$ cat config.mk
export PLATFORM = sky130hd
export DESIGN_NAME = mdu_prep
export DESIGN_NICKNAME = d
export VERILOG_FILES = /design/src/rtl/core/rv32m_mul_div_unit_top_macros.svh /design/src/rtl/core/mdu_pkg.sv /design/src/rtl/core/mdu_prep.sv
export SDC_FILE = /design/constraint.sdc
export NUM_CORES = 2
export LEC_CHECK = 0
export ABC_CLOCK_PERIOD_IN_PS = 18240
export BUFFER_PORTS_ARGS = -buffer_cell sky130_fd_sc_hd__buf_2
export CAP_MARGIN = 0
export CORE_MARGIN = 1
export CORE_UTILIZATION = 70
export DETAILED_ROUTE_END_ITERATION = 8
export PLACE_DENSITY = 0.89
export SLEW_MARGIN = 20
export SYNTH_ARGS = -nofsm -noshare
export SYNTH_HDL_FRONTEND = slang
export SYNTH_SLANG_ARGS = --single-unit
$ cat constraint.sdc
create_clock -name clk -period 18.24 [get_ports clk]
set_input_delay 1.824 -clock clk [delete_from_list [all_inputs] [get_ports clk]]
set_output_delay 1.824 -clock clk [all_outputs]
set_load 0.05 [all_outputs]
$ cat src/rtl/core/rv32m_mul_div_unit_top_macros.svh
// Assertion macros shared by the multiply / divide unit.
`ifndef RV32M_MUL_DIV_UNIT_TOP_MACROS_SVH
`define RV32M_MUL_DIV_UNIT_TOP_MACROS_SVH

// Implication in the same cycle, checked on every rising clock edge out of reset.
`define MDU_ASSERT_SAME(lbl, ante, cons) \
    lbl: assert property (@(posedge clk) disable iff (!rst_n) (ante) |-> (cons)) \
        else $error("mul/div unit assertion failed");

// Implication into the following cycle.
`define MDU_ASSERT_NEXT(lbl, ante, cons) \
    lbl: assert property (@(posedge clk) disable iff (!rst_n) (ante) |=> (cons)) \
        else $error("mul/div unit assertion failed");

`endif

$ cat src/rtl/core/mdu_pkg.sv
`timescale 1ns / 1ps

package mdu_pkg;

    localparam int XLEN = 32;

    // funct3 operation codes.
    localparam logic [2:0] OP_MUL    = 3'd0;
    localparam logic [2:0] OP_MULH   = 3'd1;
    localparam logic [2:0] OP_MULHSU = 3'd2;
    localparam logic [2:0] OP_MULHU  = 3'd3;
    localparam logic [2:0] OP_DIV    = 3'd4;
    localparam logic [2:0] OP_DIVU   = 3'd5;
    localparam logic [2:0] OP_REM    = 3'd6;
    localparam logic [2:0] OP_REMU   = 3'd7;

    // One pipeline slot. For multiplies rem holds the high product half, quo the
    // low half and dvsr the signed correction; for divides they hold the partial
    // remainder, the shifting dividend / quotient and the divisor magnitude.
    typedef struct packed {
        logic            valid;
        logic [2:0]      mode;
        logic [XLEN-1:0] rem;
        logic [XLEN-1:0] quo;
        logic [XLEN-1:0] dvsr;
        logic            neg_q;
        logic            neg_r;
    } mdu_stage_t;

endpackage

$ cat src/rtl/core/mdu_prep.sv
`timescale 1ns / 1ps

module mdu_prep
(
    input  logic               clk,
    input  logic               rst_n,
    input  logic               advance,
    input  logic               in_valid,
    input  logic [2:0]         mode,
    input  logic [31:0]        operand_a,
    input  logic [31:0]        operand_b,
    output mdu_pkg::mdu_stage_t stage_out
);
    import mdu_pkg::*;

    logic            valid0_reg;
    logic [2:0]      mode0_reg;
    logic [XLEN-1:0] a0_reg;
    logic [XLEN-1:0] b0_reg;
    mdu_stage_t      stage1_reg;
    mdu_stage_t      stage1_next;
    logic [2*XLEN-1:0] product;
    logic [XLEN-1:0] corr_a;
    logic [XLEN-1:0] corr_b;
    logic            is_signed_div;

    // Input register.
    always_ff @(posedge clk or negedge rst_n)
    begin
        if (!rst_n)
        begin
            valid0_reg <= 1'b0;
        end
        else if (advance)
        begin
            valid0_reg <= in_valid;
        end
    end

    always_ff @(posedge clk)
    begin
        if (advance)
        begin
            mode0_reg <= mode;
            a0_reg    <= operand_a;
            b0_reg    <= operand_b;
        end
    end

    // Unsigned product, signed correction and divide operand set-up.
    always_comb
    begin
        product       = {{XLEN{1'b0}}, a0_reg} * {{XLEN{1'b0}}, b0_reg};
        corr_a        = (a0_reg[XLEN-1] && (mode0_reg == OP_MULH || mode0_reg == OP_MULHSU))
                        ? b0_reg : '0;
        corr_b        = (b0_reg[XLEN-1] && mode0_reg == OP_MULH) ? a0_reg : '0;
        is_signed_div = mode0_reg[2] && !mode0_reg[0];
        stage1_next.valid = valid0_reg;
        stage1_next.mode  = mode0_reg;
        if (!mode0_reg[2])
        begin
            stage1_next.rem   = product[2*XLEN-1:XLEN];
            stage1_next.quo   = product[XLEN-1:0];
            stage1_next.dvsr  = corr_a + corr_b;
            stage1_next.neg_q = 1'b0;
            stage1_next.neg_r = 1'b0;
        end
        else
        begin
            stage1_next.rem   = '0;
            stage1_next.quo   = (is_signed_div && a0_reg[XLEN-1]) ? (~a0_reg + 1'b1) : a0_reg;
            stage1_next.dvsr  = (is_signed_div && b0_reg[XLEN-1]) ? (~b0_reg + 1'b1) : b0_reg;
            // A zero divisor keeps the all-ones quotient; the remainder
            // sign fix then restores the dividend.
            stage1_next.neg_q = is_signed_div && (a0_reg[XLEN-1] ^ b0_reg[XLEN-1])
                                && (b0_reg != '0);
            stage1_next.neg_r = is_signed_div && a0_reg[XLEN-1];
        end
    end

    always_ff @(posedge clk or negedge rst_n)
    begin
        if (!rst_n)
        begin
            stage1_reg <= '0;
        end
        else if (advance)
        begin
            stage1_reg <= stage1_next;
        end
    end

    assign stage_out = stage1_reg;

endmodule

==> metrics.txt <==
fin crit share 47.1%; Post-DP HPWL 87100 microns; std cell rows 90; Final Net Count 5885; Core Footprint 60600 sq um; CP endpoint kind register; DIE AREA 62600 sq um; setup_tns 0 ns; routed wl met2 57500 microns; DR vias 34100; synth unique cells 97; Final setup viols 0; # Max-Cap Violations 0; adder-cell share of the synthesized area 50.3%; Starting Density 71.1%; H-tree depth 4; largest family of logic cells by synthesized area adder cells; Critical Path RT 18.58 ns; max reg flops 102; Seq cells post-synth 170; Initial DRC Count 3821; post-synthesis sequential area ratio 10.6%; fmax 116 MHz; Syn-to-layout area delta 3.82%; setup repair bufs after CTS 0; port buffer count 172; DR DRC count 0; Die Y 250 microns; number of max-slew violations in the final report 0; R2R depth 25; hold violation count in the final report 0; Fin Clk Skew 0.0235 ns; Clk pin slew, worst setup/hold paths 0.07 ns; Worst-Margin Slew 1.02 ns; Die W 250 microns; vias per cell 6.29; Clock Latency Late Sink 0.47 ns; total clock sinks 170; RSZ-0062 raised after global routing no; largest net degree at the start of global routing 81; CP Class reg -> reg; first-pass GRT wire length 196000 microns; Pre-Repair DR Iteration Count 9; Post-Syn Area 43100 sq um; Post-Synth Simple-Gate Area 17.5%; antenna viol nets, final 0; Max Used Layer met5; crit path time final 8.60 ns; initial antenna violation count 7; Crit Path Max Fanout 20; status complete, no violations; layout cells sized above 1 7.17%; Cells after Synth 4687; syn nets 5952; Synthesis Warnings 0; Global Route Usage Sum 40.5%; Met1 Routed Length 39400 microns; Slew HR 31.1%; total gr overflow 0; Post-Synth XOR/XNOR Area 2.80%; post-synthesis mux area share 0.453%; post-DR wirelength/cell 22.3 microns; drt total wl 121000 microns; post-synthesis average cell area 9.20 sq um; Synth Flop Type dfrtp_1; WP data arrival 8.94 ns; Worst setup SP type register; TritonCTS clock tree yes; routability cong. 0.995; Post-CTS Resized 0; Post-synth EDFFs 67; worst hold stages 1; vias in the first global route 37700; Hold Buf Count CTS 0; root buffer cell clkbuf_16; Met3 Wirelength 13700 microns; Synth Area in Compound Gates 7.46%; Hold/Removal Path Class reg -> reg; I/O pins 173; CTS Buf Count 17; asr flop ratio synth 60.6%; Clock Tree Buf Depth 2
metal layers:
| metal | up-vias | track usage, % |
|---|---|---|
| li1 | 14000 | - |
| met1 | 16900 | 48.0 |
| met2 | 2388 | 66.5 |
| met3 | 754 | 8.52 |
| met4 | 4 | 28.0 |
| met5 | - | 0 |
cell usage after synthesis, drive strengths merged, types with 9 or more instances:
| library cell | n | share of area, % |
|---|---|---|
| nand2b | 11 | 0.16 |
| nor2 | 130 | 1.1 |
| o21bai | 9 | 0.16 |
| a22o | 25 | 0.51 |
| inv | 880 | 7.7 |
| fa | 897 | 42 |
| o211ai | 18 | 0.31 |
| o21a | 9 | 0.19 |
| nand2 | 536 | 4.7 |
| nor4 | 9 | 0.17 |
| o41ai | 9 | 0.22 |
| a21o | 60 | 1.1 |
| ha | 297 | 8.6 |
| o31ai | 11 | 0.22 |
| edfxtp | 67 | 4.7 |
| xnor2 | 77 | 1.6 |
| nor3 | 23 | 0.27 |
| a21oi | 191 | 2.2 |
| nand3 | 21 | 0.24 |
| nand4 | 18 | 0.26 |
| xor2 | 61 | 1.2 |
| a31oi | 17 | 0.30 |
| clkbuf | 299 | 2.7 |
| nor2b | 10 | 0.15 |
| mux2 | 12 | 0.31 |
| o21ai | 94 | 1.1 |
| dfrtp | 103 | 6.0 |
| and3 | 45 | 0.66 |
| buf | 30 | 0.41 |
| and2 | 621 | 9.0 |
critical path, stage by stage, from the launching register on:
cell       delay [ns]
edfxtp_1         0.81
buf_4            0.36
and2_1           0.17
fa_1             0.42
inv_1            0.08
fa_1             0.42
fa_1             0.48
fa_1             0.55
inv_1            0.06
fa_1             0.52
inv_1            0.07
fa_1             0.56
inv_1            0.06
fa_1             0.50
fa_1             0.42
ha_1             0.39
and3_1           0.23
o211ai_1         0.17
nand3_1          0.14
a31oi_1          0.34
o32ai_1          0.20
nor4b_2          0.70
a21oi_1          0.24
a311o_1          0.35
xnor2_1          0.16
o2bb2ai_1        0.08
final timing paths:
check                              startpoint            end  slack [ns]
min in group asynchronous               rst_n  stage_out[42]        1.45
worst max register to register      b0_reg[4]  stage_out[95]        9.64
max in group asynchronous               rst_n  stage_out[83]       15.62
worst min-delay path            stage_out[65]  stage_out[65]        0.50
worst max-delay path                b0_reg[4]  stage_out[95]        9.64
worst min register to register  stage_out[65]  stage_out[65]        0.50
cells by family after synthesis:
| kind of cell | after synthesis |
|---|---|
| DFF | 170 |
| muxes | 18 |
| AOI/OAI and AO/OA | 494 |
| and+or+nand+nor | 1461 |
| xor gates and xnor gates | 138 |
| buffers and inverters | 1212 |
| adders and majority gates | 1194 |
cells in the final DEF (no fill, tap or decap), types with 18 or more instances in the layout:
master    instances
fa_1            897
inv_1           879
and2_1          620
nand2_1         535
ha_1            297
a21oi_1         190
buf_2           170
nor2_1          128
dfrtp_1         103
o21ai_0          83
xnor2_1          77
buf_4            74
edfxtp_1         67
xor2_1           61
a21o_1           57
and3_1           41
a22o_1           25
nor3_1           23
nand3_1          21
nand4_1          18
o211ai_1         18
final cells by class:
class	count	area, sq um
timing repair buffer	246	1430
clock buffer	17	425
inverter	880	3300
multi-input combinational	3305	33800
sequential	170	4590
tap	782	978
clock inverter	15	180
antenna	2	5.00
fill	3955	15800
metrics by stage:
stage                     hold slack [ns]  cell area (sq um)  util (%)  instances  setup WS [ns]
after floorplan                     0.475              43100         -       4687          10.90
after global placement              0.472              44100      72.8       5382           9.88
after detailed placement            0.481              44100      72.8       5382           9.59
after CTS                           0.501              44700      73.8       5414           9.52
after global routing                0.519              44700      73.9       5416           9.31
final                               0.503              44800      73.9       5417           9.64
Power is left out: the tool's default activity adds up to more than one toggle a clock period on the data nets, which glitch-free logic cannot reach.
