**config.mk**
```make
export PLATFORM = sky130hd
export DESIGN_NAME = mdu_div_step
export DESIGN_NICKNAME = d
export VERILOG_FILES = /design/src/rtl/core/rv32m_mul_div_unit_top_macros.svh /design/src/rtl/core/mdu_pkg.sv /design/src/rtl/core/mdu_div_step.sv
export SDC_FILE = /design/constraint.sdc
export NUM_CORES = 1
export LEC_CHECK = 0
export BUFFER_PORTS_ARGS = -buffer_cell sky130_fd_sc_hd__buf_2
export CORE_MARGIN = 3
export CORE_UTILIZATION = 30
export DETAILED_ROUTE_END_ITERATION = 12
export PLACE_DENSITY = 0.61
export SETUP_SLACK_MARGIN = 0.4
export SYNTH_ARGS = -nofsm -noshare
export SYNTH_HDL_FRONTEND = slang
export SYNTH_SLANG_ARGS = --single-unit
```
**constraint.sdc**
```tcl
create_clock -name clk -period 1.6 [get_ports clk]
set_input_delay 0.08 -clock clk [delete_from_list [all_inputs] [get_ports clk]]
set_output_delay 0.08 -clock clk [all_outputs]
set_load 0.01 [all_outputs]
```
**src/rtl/core/rv32m_mul_div_unit_top_macros.svh**
```systemverilog
// Assertion macros shared by the multiply / divide unit.
`ifndef RV32M_MUL_DIV_UNIT_TOP_MACROS_SVH
`define RV32M_MUL_DIV_UNIT_TOP_MACROS_SVH

// Implication in the same cycle, checked on every rising clock edge out of reset.
`define MDU_ASSERT_SAME(lbl, ante, cons) \
    lbl: assert property (@(posedge clk) disable iff (!rst_n) (ante) |-> (cons)) \
        else $error("mul/div unit assertion failed");

// Implication into the following cycle.
`define MDU_ASSERT_NEXT(lbl, ante, cons) \
    lbl: assert property (@(posedge clk) disable iff (!rst_n) (ante) |=> (cons)) \
        else $error("mul/div unit assertion failed");

`endif

```
**src/rtl/core/mdu_pkg.sv**
```systemverilog
`timescale 1ns / 1ps

package mdu_pkg;

    localparam int XLEN = 32;

    // funct3 operation codes.
    localparam logic [2:0] OP_MUL    = 3'd0;
    localparam logic [2:0] OP_MULH   = 3'd1;
    localparam logic [2:0] OP_MULHSU = 3'd2;
    localparam logic [2:0] OP_MULHU  = 3'd3;
    localparam logic [2:0] OP_DIV    = 3'd4;
    localparam logic [2:0] OP_DIVU   = 3'd5;
    localparam logic [2:0] OP_REM    = 3'd6;
    localparam logic [2:0] OP_REMU   = 3'd7;

    // One pipeline slot. For multiplies rem holds the high product half, quo the
    // low half and dvsr the signed correction; for divides they hold the partial
    // remainder, the shifting dividend / quotient and the divisor magnitude.
    typedef struct packed {
        logic            valid;
        logic [2:0]      mode;
        logic [XLEN-1:0] rem;
        logic [XLEN-1:0] quo;
        logic [XLEN-1:0] dvsr;
        logic            neg_q;
        logic            neg_r;
    } mdu_stage_t;

endpackage

```
**src/rtl/core/mdu_div_step.sv**
```systemverilog
`timescale 1ns / 1ps

module mdu_div_step
(
    input  logic               clk,
    input  logic               rst_n,
    input  logic               advance,
    input  mdu_pkg::mdu_stage_t stage_in,
    output mdu_pkg::mdu_stage_t stage_out
);
    import mdu_pkg::*;

    mdu_stage_t    stage_reg;
    mdu_stage_t    stage_next;
    logic [XLEN:0] trial;
    logic [XLEN:0] diff;

    // One restoring division step; multiplies pass through untouched.
    always_comb
    begin
        stage_next = stage_in;
        trial      = {stage_in.rem, stage_in.quo[XLEN-1]};
        diff       = trial - {1'b0, stage_in.dvsr};
        if (stage_in.mode[2])
        begin
            if (!diff[XLEN])
            begin
                stage_next.rem = diff[XLEN-1:0];
                stage_next.quo = {stage_in.quo[XLEN-2:0], 1'b1};
            end
            else
            begin
                stage_next.rem = trial[XLEN-1:0];
                stage_next.quo = {stage_in.quo[XLEN-2:0], 1'b0};
            end
        end
    end

    always_ff @(posedge clk or negedge rst_n)
    begin
        if (!rst_n)
        begin
            stage_reg <= '0;
        end
        else if (advance)
        begin
            stage_reg <= stage_next;
        end
    end

    assign stage_out = stage_reg;

endmodule

```
==> results.yml, run 1 <==
critical_path:
  crit_type: "in -> reg"
  timing.rr.end: "stage_out[74]$_DFFE_PN0P_"
  endpoint: "stage_out[69]$_DFFE_PN0P_"
  critPathMaxFanout: 5
  cp-startpoint: "stage_in[65]"
  crit_path_end_kind: "register"
  startpoint_type: "input port"
  r2r_cells: 2
  ff2ff_setup_slack_ns: 0.64
  cp.arrival_ns: 2.51
  r2r-start: "stage_out[74]$_DFFE_PN0P_"
  cp.required_ns: 1.85
synth:
  syn_inst: 773
  synth-seq-cells: 102
  avgSynthCellArea_um2: 8.90
  synth-edff-count: 0
  synth_area_leaders: "dfrtp_1 37%, mux2_2 6.2%, a21oi_1 6.0%, ha_1 5.8%, mux2i_1 5.8%"
  netlist_area_um2: 6880
  synthDominantCellAreaShare_pct: 37.1
  synth_cell_types: 61
  ys_seq_area_share_pct: 37.1
  async_reset_ff_share_pct: 100
  yosys.cell_count.top_type: "dfrtp_1"
  synthesis.nets: 911
  synth_warnings: 0
  yosys.area.top_type: "dfrtp_1"
  yosys-top-cells-count: "102 x dfrtp_1, 82 x a21oi_1, 77 x nor2_1, 59 x nand2_1, 47 x o21ai_0"
  ys.flop_type: "dfrtp_1"
placed_design:
  place.gp.congestion: 0.895
  port_buffers: 206
  dp_hpwl_um: 17400
  placed_cell_area_um2: 9620
layout:
  nNetsFinal: 1314
  largest_register_ffs: 102
  multiInputGateArea_um2: 4580
  drive_gt1_share_pct: 47.8
  fill_cells: 2086
  seqCellArea_um2: 2550
  post-route-util_pct: 49.9
  syn_to_final_growth_pct: 60.6
  fin_area_um2: 11100
power_and_ir_drop:
  irDropWorstVdd_uv: 480
  clkPwrFrac_pct: 25.8
  switching_share_pct: 34.8
  power_leakage_nw: 5.20
  switching_power_mw: 3.13
  power_density_nw_per_um2: 813
  p_int_mw: 5.86
  seq_power_share_pct: 33.9
  pwr-share-comb_pct: 40.3
floorplan:
  start_util_pct: 31.0
  die_y_um: 157
  rows: 54
  dieArea_um2: 24800
  ios: 207
  die_x_um: 157
  core_area_um2: 22200
global_route:
  antenna_found_initial: 1
  grt_pass1_wl_um: 36600
  grt_max_degree: 77
  grt.total_usage_pct: 18.3
  grt_pass1_vias: 7238
  grt_overflow: 0
timing:
  timing.fmax_mhz: 443
  period_minus_slack_ns: 2.26
  fin_skew_ns: 0
  finalHoldViolations: 0
  relSlewSlack_pct: 70.3
  slew_viol_final: 0
  tightest_slew_ns: 0.446
  setup_viol: 33
  timing.final.ws_setup_ns: -0.657
  fin_crit_sh_pct: 141
  rsz0062_at_grt: "true"
clock_network:
  clk_path_buf_depth: 2
  worst_skew_pair.late_latency_ns: 0.36
  cts_buffers: 9
  cts_tree: "built"
  root_buffer: "clkbuf_16"
  htree_levels: 3
  clock-sinks: 102
  clk_pin_slew_ns: 0.08
route:
  top_layer_used: "met4"
  avgRoutedWirePerCell_um: 15.9
  wl_met3_um: 937
  wl_met2_um: 11600
  drt_pre_antenna_iters: 4
  num_vias: 7182
  via_per_inst: 4.91
  drc: 0
  routed_wirelength_um: 23300
  drt_first_iter_violations: 353
  wl_met1_um: 10400
  ant_nets: 0
worst_hold_path:
  min_path_cells: 3
  hp-class: "in -> reg"
outcome:
  outcome: "finished with violations"
  violations: "negative setup slack"
flow_run:
  maxCapViolCount: 0
-- layout make-up --
class,instances,area share [%]
flip-flops and latches,102,23.1
well taps,280,3.17
clock inverters,6,0.543
diodes,1,0.0226
repair buffers,439,28.0
multi-input cells,580,41.4
clock buffers,10,2.16
inverters,44,1.63
-- logic make-up (layout without fill, tap and decap cells) --
group | count (synthesis) | after routing | share of synthesized area [%]
AOI/OAI and AO/OA | 241 | 241 | 22.1
and+or+nand+nor | 200 | 200 | 13.2
DFF | 102 | 102 | 37.1
buffers and inverters | 91 | 499 | 5.69
muxes | 78 | 78 | 12.0
adders and majority gates | 33 | 33 | 6.11
xor gates and xnor gates | 28 | 28 | 3.78
other | 0 | 1 | 0
-- repair_timing --
| item | CTS | global route |
|---|---|---|
| hold endpoints to repair | 57 | 0 |
| gates resized for setup | 53 | 77 |
| cloned | 1 | 1 |
| hold buffers | 36 | 0 |
| buffers inserted | 15 | 4 |
| setup endpoints to repair | 33 | 33 |
| pin swaps | 33 | 35 |
-- how the worst min path moves through the flow --
stage                      start                        end
finish              stage_in[89]  stage_out[89]$_DFFE_PN0P_
global route        stage_in[47]  stage_out[47]$_DFFE_PN0P_
CTS                 stage_in[89]  stage_out[89]$_DFFE_PN0P_
detailed placement         rst_n  stage_out[12]$_DFFE_PN0P_
global placement           rst_n  stage_out[12]$_DFFE_PN0P_
floorplan                  rst_n   stage_out[0]$_DFFE_PN0P_
-- power by group through the flow --
stage / Sequential, mW / Clock (mW) / Combinational, mW
floorplan: 3.24 / 0 / 1.52
global placement: 3.09 / 0 / 3.07
detailed placement: 3.10 / 0 / 3.11
CTS: 3.05 / 2.40 / 3.39
global route: 3.09 / 2.49 / 3.95
finish: 3.05 / 2.32 / 3.62
-- cells in the final DEF, fill, tap and decap left out, drive strengths merged, types with 7 or more instances in the layout --
cell type and count:
dlygate4sd3 36, a221oi 12, o21ai 55, a22oi 8, nor2b 23, buf 402, a21oi 83, ha 32
mux2 38, mux2i 40, xor2 11, nand4 8, a211oi 10, nor2 79, o21bai 7, nand3 7
clkbuf 11, a31oi 22, xnor2 17, inv 48, dfrtp 102, nand2 59
-- per-layer routing --
metal  GRT usage, %  vias to the layer above
met5              0                        -
met4           6.03                        0
met3           2.69                       24
met2           31.2                      163
met1           23.8                     3413
li1               -                     3582
-- per-stage QoR --
| stage | setup WS [ns] | hold WS [ns] | power (mW) | setup TNS [ns] | instances |
|---|---|---|---|---|---|
| 2_1_floorplan | -0.816 | -0.216 | 4.76 | -23.11 | 773 |
| 6_report | -0.657 | 0.00951 | 8.98 | -19.55 | 1462 |
| 3_5_place_dp | -1.16 | 0.0542 | 6.20 | -35.14 | 1388 |
| 3_3_place_gp | -1.10 | 0.0480 | 6.15 | -33.41 | 1388 |
| 5_1_grt | -0.730 | 0.0279 | 9.52 | -22.07 | 1462 |
| 4_1_cts | -0.702 | 0.000302 | 8.83 | -20.77 | 1456 |
-- critical path, stage by stage --
cell      delay (ns)
buf_12          0.09
inv_12          0.03
ha_4            0.14
fa_2            0.36
nor2b_4         0.16
o31ai_4         0.08
a211o_4         0.37
buf_6           0.13
a21oi_4         0.13
or2_4           0.17
a21o_1          0.14
mux2i_1         0.07
buf_4           0.18
a221oi_4        0.30
a211oi_2        0.05
Power figures use the tool's default switching activity.
==> inputs of run 2 (changes only) <==
--- a/config.mk
+++ b/config.mk
@@ -5,12 +5,14 @@
 export SDC_FILE = /design/constraint.sdc
 export NUM_CORES = 1
 export LEC_CHECK = 0
+export ABC_AREA = 1
 export BUFFER_PORTS_ARGS = -buffer_cell sky130_fd_sc_hd__buf_2
 export CORE_MARGIN = 3
 export CORE_UTILIZATION = 30
 export DETAILED_ROUTE_END_ITERATION = 12
 export PLACE_DENSITY = 0.61
 export SETUP_SLACK_MARGIN = 0.4
+export SKIP_LAST_GASP = 1
 export SYNTH_ARGS = -nofsm -noshare
 export SYNTH_HDL_FRONTEND = slang
 export SYNTH_SLANG_ARGS = --single-unit
==> results.yml, run 2 <==
synth:
  yosys.area.top_type: "dfrtp_1"
  synth_top_family_by_area: "simple AND/OR/NAND/NOR gates"
  synth_mux_area_share_pct: 0
  synth_compound_area_share_pct: 12.3
  synth_cell_types: 37
  yosys.cell_count.top_type: "nand2_1"
  synth-seq-cells: 102
  ys.flop_type: "dfrtp_1"
  synth_area_leaders: "dfrtp_1 34%, nand2_1 19%, inv_1 10%, ha_1 5.4%, a21oi_1 4.4%"
  synthesis.nets: 1246
  async_reset_ff_share_pct: 100
  avgSynthCellArea_um2: 6.75
  synthDominantCellAreaShare_pct: 34.1
  ys_seq_area_share_pct: 34.1
  netlist_area_um2: 7480
  synth_warnings: 0
  synth-edff-count: 0
  syn_inst: 1108
  yosys-top-cells-count: "371 x nand2_1, 206 x inv_1, 102 x dfrtp_1, 70 x nor2_1, 66 x a21oi_1"
  synthXorXnorAreaFrac_pct: 1.76
  synth-simple-area-share_pct: 32.9
  synth_fa_ha_area_share_pct: 5.62
placed_design:
  placed_cells: 1760
  placed_cell_area_um2: 10100
  place.gp.congestion: 0.929
  port_buffers: 206
  dp_hpwl_um: 20000
layout:
  post-route-util_pct: 45.9
  drive_gt1_share_pct: 38.3
  syn_to_final_growth_pct: 49.7
  seqCellArea_um2: 2550
  multiInputGateArea_um2: 4550
  nNetsFinal: 1602
  final_cell_mix: "336 x nand2_1, 203 x buf_2, 181 x inv_1, 154 x buf_4, 102 x dfrtp_1"
  fill_cells: 2509
  instances_no_fill: 1793
  fin_area_um2: 11200
  diodes: 0
  layout_commonest_cell: "nand2_1"
  largest_register_ffs: 102
timing:
  period_minus_slack_ns: 1.63
  timing.final.ws_setup_ns: -0.0268
  slew_viol_final: 0
  tightest_slew_ns: 0.426
  fin_crit_sh_pct: 102
  fin_skew_ns: 0
  timing.fmax_mhz: 615
  rsz0062_at_grt: "true"
  finalHoldViolations: 0
  relSlewSlack_pct: 71.6
  setup_viol: 8
route:
  avgRoutedWirePerCell_um: 14.4
  drc: 0
  drt_pre_antenna_iters: 5
  drt_first_iter_violations: 479
  routed_wirelength_um: 25800
  ant_nets: 0
  via_per_inst: 4.59
  num_vias: 8233
global_route:
  grt_overflow: 0
  antenna_found_initial: 0
  grt_pass1_wl_um: 40900
  grt.total_usage_pct: 19.0
  grt_pass1_vias: 7983
  grt_max_degree: 49
power_and_ir_drop:
  p_int_mw: 5.49
  seq_power_share_pct: 34.6
  switching_power_mw: 3.23
  power_density_nw_per_um2: 778
  irDropWorstVdd_uv: 420
  pwr-share-comb_pct: 38.5
  power_leakage_nw: 6.16
  switching_share_pct: 37.0
  clkPwrFrac_pct: 26.9
floorplan:
  rows: 57
  start_util_pct: 30.7
  die_x_um: 164
  dieArea_um2: 26900
  core_area_um2: 24400
  die_y_um: 164
  ios: 207
critical_path:
  cp_slowest_cell: "fa_2"
  crit_path_end_kind: "register"
  worstPathCellList: "buf_8 > inv_12 > ha_4 > fa_2 > inv_2 > nand2_2 > nand2_2 > nand3_2 > nand2_2 > nand2_2 > nand2_4 > nand2_4 > nand3_4 > nand2_8 > buf_12 > nand2_2 > nand3_2 > a21oi_2"
  crit_type: "in -> reg"
  startpoint_type: "input port"
  cp.arrival_ns: 1.93
  cp.required_ns: 1.90
  cp_common_cell: "nand2_2"
  slowest_delay_ns: 0.35
  critPathMaxFanout: 20
clock_network:
  worst_skew_pair.late_latency_ns: 0.36
  clock-sinks: 102
  root_buffer: "clkbuf_16"
  cts_tree: "built"
  cts_buffers: 9
  htree_levels: 3
  clk_path_buf_depth: 2
  clk_pin_slew_ns: 0.09
outcome:
  outcome: "finished with violations"
  violations: "negative setup slack"
worst_hold_path:
  hp-class: "in -> reg"
flow_run:
  maxCapViolCount: 0
==> run 2: cell types whose count changed in the layout (fill, tap and decap cells not counted), sizes merged, moves of 23 or more <==
cell         previous run  this run
inv                    48       216
buf                   402       373
mux2i                  40         0
nand3                   7        64
o221ai                  4        31
dlygate4sd3            36        11
nand3b                  0        23
nand2                  59       382
mux2                   38         0
nor2b                  23         0
==> run 2: per-layer routing <==
layer  wire length [um]  vias to the layer above  GRT usage [%]
met5                  0                        -              0
met4                274                        0           3.88
met3               1490                       16           2.98
met2              12300                      211           32.7
met1              11700                     3828           25.3
li1                   -                     4178              -
==> run 2: cells by family (layout without fill, tap and decap cells) <==
| kind of cell | count (synthesis) | in the layout |
|---|---|---|
| DFF | 102 | 102 |
| buffers and inverters | 251 | 612 |
| xor gates and xnor gates | 15 | 15 |
| adders and majority gates | 33 | 33 |
| and+or+nand+nor | 559 | 559 |
| AOI/OAI and AO/OA | 148 | 148 |
==> run 2: path summary, 6_finish.rpt <==
check                                               start                   endpoint  slack (ns)  cells past startpoint
worst min-delay path                         stage_in[21]  stage_out[21]$_DFFE_PN0P_        0.01                      3
worst max register to register  stage_out[90]$_DFFE_PN0P_  stage_out[90]$_DFFE_PN0P_        0.85                      3
worst min register to register   stage_out[6]$_DFFE_PN0P_   stage_out[6]$_DFFE_PN0P_        0.48                      2
worst max-delay path                         stage_in[65]  stage_out[81]$_DFFE_PN0P_       -0.03                     18
max in group asynchronous                           rst_n  stage_out[36]$_DFFE_PN0P_        0.94                      3
min in group asynchronous                           rst_n  stage_out[16]$_DFFE_PN0P_        0.11                      2
==> run 2: power groups by stage <==
| stage | Sequential [mW] | Combinational [mW] | Clock [mW] |
|---|---|---|---|
| floorplan | 3.20 | 1.47 | 0 |
| global placement | 3.05 | 2.99 | 0 |
| detailed placement | 3.06 | 3.02 | 0 |
| CTS | 3.01 | 3.20 | 2.43 |
| global route | 3.05 | 3.73 | 2.52 |
| finish | 3.01 | 3.36 | 2.35 |
==> run 2: area by class of cell <==
type | instances | share of cell area [%]
multi-input cells | 755 | 40.7
repair buffers | 384 | 23.0
flip-flops and latches | 102 | 22.8
inverters | 212 | 7.24
well taps | 324 | 3.62
clock buffers | 9 | 2.01
clock inverters | 7 | 0.726
==> run 2: what timing repair did <==
item	CTS	global route
hold buffers	11	0
pin swaps	12	20
buffers inserted	2	3
resized for setup	50	87
gates cloned	1	0
endpoints found under the setup margin	33	33
hold endpoints to repair	112	0
==> run 2: through the flow <==
stage,total power [mW],TNS [ns],worst slack (ns),hold slack [ns]
2_1_floorplan,4.67,-4.98,-0.202,-0.216
3_3_place_gp,6.05,-13.02,-0.452,-0.0375
3_5_place_dp,6.08,-14.49,-0.490,-0.0328
4_1_cts,8.64,-0.167,-0.0381,0.00167
5_1_grt,9.30,-3.20,-0.161,0.0113
6_report,8.72,-0.107,-0.0268,0.00974
==> run 2: critical path: cells and delay by family <==
kind | cells | cell delay [ns]
compound gates | 1 | 0.15
buf+inv | 4 | 0.35
simple gates | 11 | 0.82
fa+ha+maj | 2 | 0.50
